$ cat src/sv/hufd_pkg.sv
// ----------------------------------------------------------------------------
// hufd_pkg
// Shared types and constants of the tree-walk Huffman decoder: field widths,
// stream word layout, node record and the controller/datapath interface.
// ----------------------------------------------------------------------------
package hufd_pkg;

  // Field widths
  localparam int IDX_W = 9;
  localparam int SYM_W = 8;

  // Default alphabet size; the node store holds 2*SYMBOL_COUNT-1 nodes
  localparam int DEF_SYMBOL_COUNT = 256;

  // Command codes carried on in_tuser
  localparam logic CMD_LOAD   = 1'b0;
  localparam logic CMD_DECODE = 1'b1;

  // Input tdata layout, lowest bit first
  localparam int NODE_IDX_LSB  = 0;
  localparam int LEFT_LSB      = NODE_IDX_LSB + IDX_W;
  localparam int RIGHT_LSB     = LEFT_LSB + IDX_W;
  localparam int SYMBOL_LSB    = RIGHT_LSB + IDX_W;
  localparam int LEAF_BIT      = SYMBOL_LSB + SYM_W;
  localparam int CODE_BIT      = LEAF_BIT + 1;
  localparam int IN_FIELDS_W   = CODE_BIT + 1;
  localparam int IN_TDATA_W    = ((IN_FIELDS_W + 7) / 8) * 8;
  localparam int OUT_TDATA_W   = SYM_W;

  // One tree node as stored
  typedef struct packed {
    logic [IDX_W-1:0] left;
    logic [IDX_W-1:0] right;
    logic [SYM_W-1:0] symbol;
    logic             leaf;
  } node_t;

  // Commands from the controller to the datapath
  typedef struct packed {
    logic load_we;        // write the node carried by the input transfer
    logic latch_bit;      // hold the code bit of the input transfer
    logic rd_walk;        // read the node at the walk position
    logic step;           // move to a child and read it
    logic step_from_mem;  // children come from the read data, else the held node
    logic use_in_bit;     // steer by the input bit, else by the held bit
    logic capture;        // hold the read data as the current node
    logic emit_cur;       // send the held node's symbol, return to root
    logic emit_mem;       // send the read node's symbol, return to root
  } ctl_cmd_t;

  // Status from the datapath to the controller
  typedef struct packed {
    logic cur_vld;    // held node matches the walk position
    logic cur_leaf;   // held node is a leaf
    logic mem_leaf;   // read data is a leaf
    logic slot_free;  // output register can take a symbol this cycle
  } ctl_sts_t;

endpackage

$ cat src/sv/hufd_ctrl.sv
// ----------------------------------------------------------------------------
// hufd_ctrl
// Sequencer of the tree-walk decoder: takes one input transfer at a time and
// steps the datapath through node reads and symbol output.
// ----------------------------------------------------------------------------
module hufd_ctrl
  import hufd_pkg::*;
(
  input  logic     clk,
  input  logic     rst_n,
  input  logic     in_tvalid,
  output logic     in_tready,
  input  logic     in_tuser,
  output ctl_cmd_t cmd,
  input  ctl_sts_t sts
);

  localparam logic [1:0] S_IDLE = 2'd0;  // wait for an input transfer
  localparam logic [1:0] S_CUR  = 2'd1;  // read data is the walk position node
  localparam logic [1:0] S_EVAL = 2'd2;  // held node waits for output space
  localparam logic [1:0] S_NXT  = 2'd3;  // read data is the child node

  logic [1:0] state_r;
  logic [1:0] state_nxt;

  assign in_tready = (state_r == S_IDLE);

  // Decide commands and next state
  always_comb begin
    cmd       = '0;
    state_nxt = state_r;
    case (state_r)
      S_IDLE: begin
        if (in_tvalid) begin
          cmd.latch_bit = 1'b1;
          if (in_tuser == CMD_LOAD) begin
            cmd.load_we = 1'b1;
          end else if (!sts.cur_vld) begin
            cmd.rd_walk = 1'b1;
            state_nxt   = S_CUR;
          end else if (sts.cur_leaf) begin
            if (sts.slot_free) begin
              cmd.emit_cur = 1'b1;
            end else begin
              state_nxt = S_EVAL;
            end
          end else begin
            cmd.step       = 1'b1;
            cmd.use_in_bit = 1'b1;
            state_nxt      = S_NXT;
          end
        end
      end
      S_CUR: begin
        if (sts.mem_leaf) begin
          if (sts.slot_free) begin
            cmd.emit_mem = 1'b1;
            state_nxt    = S_IDLE;
          end else begin
            cmd.capture = 1'b1;
            state_nxt   = S_EVAL;
          end
        end else begin
          cmd.step          = 1'b1;
          cmd.step_from_mem = 1'b1;
          state_nxt         = S_NXT;
        end
      end
      S_EVAL: begin
        if (sts.cur_leaf) begin
          if (sts.slot_free) begin
            cmd.emit_cur = 1'b1;
            state_nxt    = S_IDLE;
          end
        end else begin
          cmd.step  = 1'b1;
          state_nxt = S_NXT;
        end
      end
      S_NXT: begin
        if (sts.mem_leaf && sts.slot_free) begin
          cmd.emit_mem = 1'b1;
          state_nxt    = S_IDLE;
        end else if (sts.mem_leaf) begin
          cmd.capture = 1'b1;
          state_nxt   = S_EVAL;
        end else begin
          cmd.capture = 1'b1;
          state_nxt   = S_IDLE;
        end
      end
      default: begin
        state_nxt = S_IDLE;
      end
    endcase
  end

  // Advance the state
  always_ff @(posedge clk) begin
    if (!rst_n) begin
      state_r <= S_IDLE;
    end else begin
      state_r <= state_nxt;
    end
  end

endmodule

$ cat config.mk
export PLATFORM = sky130hd
export DESIGN_NAME = hufd_ctrl
export DESIGN_NICKNAME = d
export VERILOG_FILES = /design/src/sv/hufd_pkg.sv /design/src/sv/hufd_ctrl.sv
export SDC_FILE = /design/constraint.sdc
export NUM_CORES = 1
export LEC_CHECK = 0
export BUFFER_PORTS_ARGS = -buffer_cell sky130_fd_sc_hd__buf_4
export CAP_MARGIN = 10
export CORE_AREA = 10 10 47 49
export DETAILED_ROUTE_END_ITERATION = 10
export DIE_AREA = 0 0 57 59
export PLACE_DENSITY = 0.47
export SLEW_MARGIN = 20
export SYNTH_ARGS = -nofsm -noshare
export SYNTH_HDL_FRONTEND = slang
export SYNTH_SLANG_ARGS = --single-unit
$ cat constraint.sdc
create_clock -name clk -period 3.2 [get_ports clk]
set_clock_uncertainty 0.15 [all_clocks]
set_input_delay 0.64 -clock clk [delete_from_list [all_inputs] [get_ports clk]]
set_output_delay 0.64 -clock clk [all_outputs]
set_load 0.1 [all_outputs]
==> flow_metrics.env <==
export IMPL_status="completed"
export IMPL_slowest_delay_ns=0.63
export IMPL_routed_wl_um=905
export IMPL_path_cells="nand2b_1, o32ai_2, buf_4"
export IMPL_path_delay_family="flip-flops"
export IMPL_multiInputGateArea_um2=204
export IMPL_async_reset_ff_share_pct=0
export IMPL_muxShareOfSynthArea_pct=0
export IMPL_synth_most_common_cell="nor2_1"
export IMPL_num_io_pins=18
export IMPL_yosysUniqueCellTypes=23
export IMPL_cts_max_path_buffers=2
export IMPL_synth_simple_area_share_pct=52.8
export IMPL_drc=0
export IMPL_clkTransAtPathRegs_ns=0.03
export IMPL_slew_headroom_pct=66.0
export IMPL_min_period_ns=2.26
export IMPL_fill_cells=177
export IMPL_largest_reg_flops=2
export IMPL_cts_buffers=3
export IMPL_top_regs="state_r (2)"
export IMPL_antenna_found_initial=0
export IMPL_ys_ff_latch=2
export IMPL_min_period_over_period_pct=70.7
export IMPL_post_dp_hpwl_um=702
export IMPL_cts_htree_levels=1
export IMPL_nets=64
export IMPL_synth_compound_area_share_pct=20.3
export IMPL_wl_per_cell_um=12.9
export IMPL_via_count=328
export IMPL_hold_violations=0
export IMPL_die_w_um=57
export IMPL_port_buffers=17
export IMPL_cap_violations=0
export IMPL_arrival_ns=1.47
export IMPL_setup_viol=0
export IMPL_die_y_um=59
export IMPL_routabilityCongestion=0.728
export IMPL_synth_seq_area_share_pct=16.2
export IMPL_overflow=0
export IMPL_syn_inst=36
export IMPL_placed_cell_area_um2=395
export IMPL_synth_largest_area_cell="dfxtp_1"
export IMPL_drt_initial_drc_count=1
export IMPL_core_mm2=0.00140
export IMPL_critPathSlowestCell="dfxtp_1"
export IMPL_synth_top_family_by_area="simple AND/OR/NAND/NOR gates"
export IMPL_peakVddDrop_mv=0.175
export IMPL_worstSetupEndpointType="output port"
export IMPL_regMostFlops="state_r"
export IMPL_synth_avg_cell_area_um2=6.85
export IMPL_ys_top_cells_by_area="dfxtp_1 16%, buf_6 9.1%, nor2_1 9.1%"
export IMPL_p_leak_nw=0.209
export IMPL_r2r_slack_ns=1.75
export IMPL_postCtsSetupBuffers=0
export IMPL_ctsHoldBuffers=0
export IMPL_final_area_um2=418
export IMPL_timing_fmax_mhz=442
export IMPL_firstDrtPassIters=2
export IMPL_tightest_slew_ns=0.509
export IMPL_yosysWarnings=0
export IMPL_grt_usage_pct=5.35
export IMPL_clk_latency_ns=0.22
export IMPL_crit_buf_inv=1
export IMPL_worstSetupPathType="reg2out"
export IMPL_p_per_area_mw_per_mm2=585
export IMPL_root_buffer="clkbuf_4"
export IMPL_num_antenna_cells=0
export IMPL_initial_core_util_pct=17.6
export IMPL_area_growth_synth_to_final_pct=69.5
export IMPL_startpoint_type="flop"
export IMPL_cts_sinks=2
export IMPL_yosys_area_share_adder_pct=0
export IMPL_dieArea_mm2=0.00336
export IMPL_grt_pass1_vias=327
export IMPL_finalMaxSlewViolations=0
export IMPL_post_route_util_pct=29.8
export IMPL_seqCellArea_um2=40.0
export IMPL_grt_setup_unrepaired="no"
export IMPL_avgViaCountPerCell=4.69
export IMPL_netlist_area_um2=246
export IMPL_synth_edf_count=0
export IMPL_crit_fanout=14
export IMPL_ys_flop_type="dfxtp_1"
export IMPL_required_ns=2.41
export IMPL_grt_first_pass_wirelength_mm=1.46
export IMPL_syn_nets=44
export IMPL_hold_path_class="in2reg"
export IMPL_cts_resized=0
export IMPL_grt_max_degree=15
export IMPL_layout_drive_gt1_share_pct=46.3
export IMPL_synth_common_cells="6 x nor2_1, 4 x nand2_1"
export IMPL_cts_tree="built"
export IMPL_yosysTopAreaCellShare_pct=16.2
export IMPL_synthXorXnorAreaFrac_pct=0
export IMPL_drtAntennaViolNets=0
export IMPL_row_count=14
cell usage in the layout, fill, tap and decap left out:
master,Yosys,final
clkbuf_4,0,3
nor2_2,1,1
nor4_2,0,1
nand3_1,2,2
nand2b_1,1,1
nand4bb_1,1,1
o211a_1,1,1
inv_1,1,1
dfxtp_1,2,2
a211o_1,1,1
buf_4,0,17
and3_1,1,1
o21ai_0,1,1
o32ai_2,0,1
nor3_2,0,1
nor3_1,2,1
nand4_1,1,1
a31oi_1,1,1
o22ai_1,1,1
nor3b_2,0,1
nand2_1,4,4
and4b_1,1,1
nor2_1,6,6
nor2b_1,2,2
a21oi_1,1,1
logic make-up after synthesis:
group,Yosys count
compound gates,7
buf+inv,3
simple gates,24
flops,2
final timing paths:
check	from	end	cells after the start
worst max-delay path	state_r[0]$_SDFFE_PN0P_	cmd[5]	3
worst min-delay path	rst_n	state_r[1]$_SDFFE_PN0P_	3
worst max register to register	state_r[0]$_SDFFE_PN0P_	state_r[0]$_SDFFE_PN0P_	4
worst min register to register	state_r[1]$_SDFFE_PN0P_	state_r[1]$_SDFFE_PN0P_	3
final cells by class:
type | instances | share of cell area, %
multi-input combinational | 31 | 48.8
timing repair buffer | 17 | 30.5
sequential | 2 | 9.58
clock buffer | 3 | 5.39
tap | 16 | 4.79
inverter | 1 | 0.898
worst register-to-register path: cells and delay by family (launching register included):
kind	cells	cell delay (ns)
AOI/OAI and AO/OA	1	0.11
and+or+nand+nor	3	0.51
DFF	1	0.63
stage by stage:
step                      total power [mW]  instances  hold WS [ns]  setup slack (ns)  TNS, ns
after floorplan                      0.161         36         0.483            -0.407   -0.789
after global placement               0.191         67         0.598             0.990        0
after detailed placement             0.191         67         0.597             0.988        0
after CTS                            0.247         70         0.516             0.924        0
after global routing                 0.261         70         0.530             0.821        0
final                                0.244         70         0.519             0.937        0
per-layer routing:
layer,track usage [%],wire [um],vias up
met5,0,0,-
met4,3.02,13,0
met3,2.58,68,2
met2,8.53,423,14
met1,5.67,400,142
li1,-,-,170
power by group:
part	switching (mW)	internal (mW)
registers	0.0123	0.0285
logic	0.111	0.0372
clock network	0.0137	0.0413
Note: power is estimated with default switching activity, not from simulation.
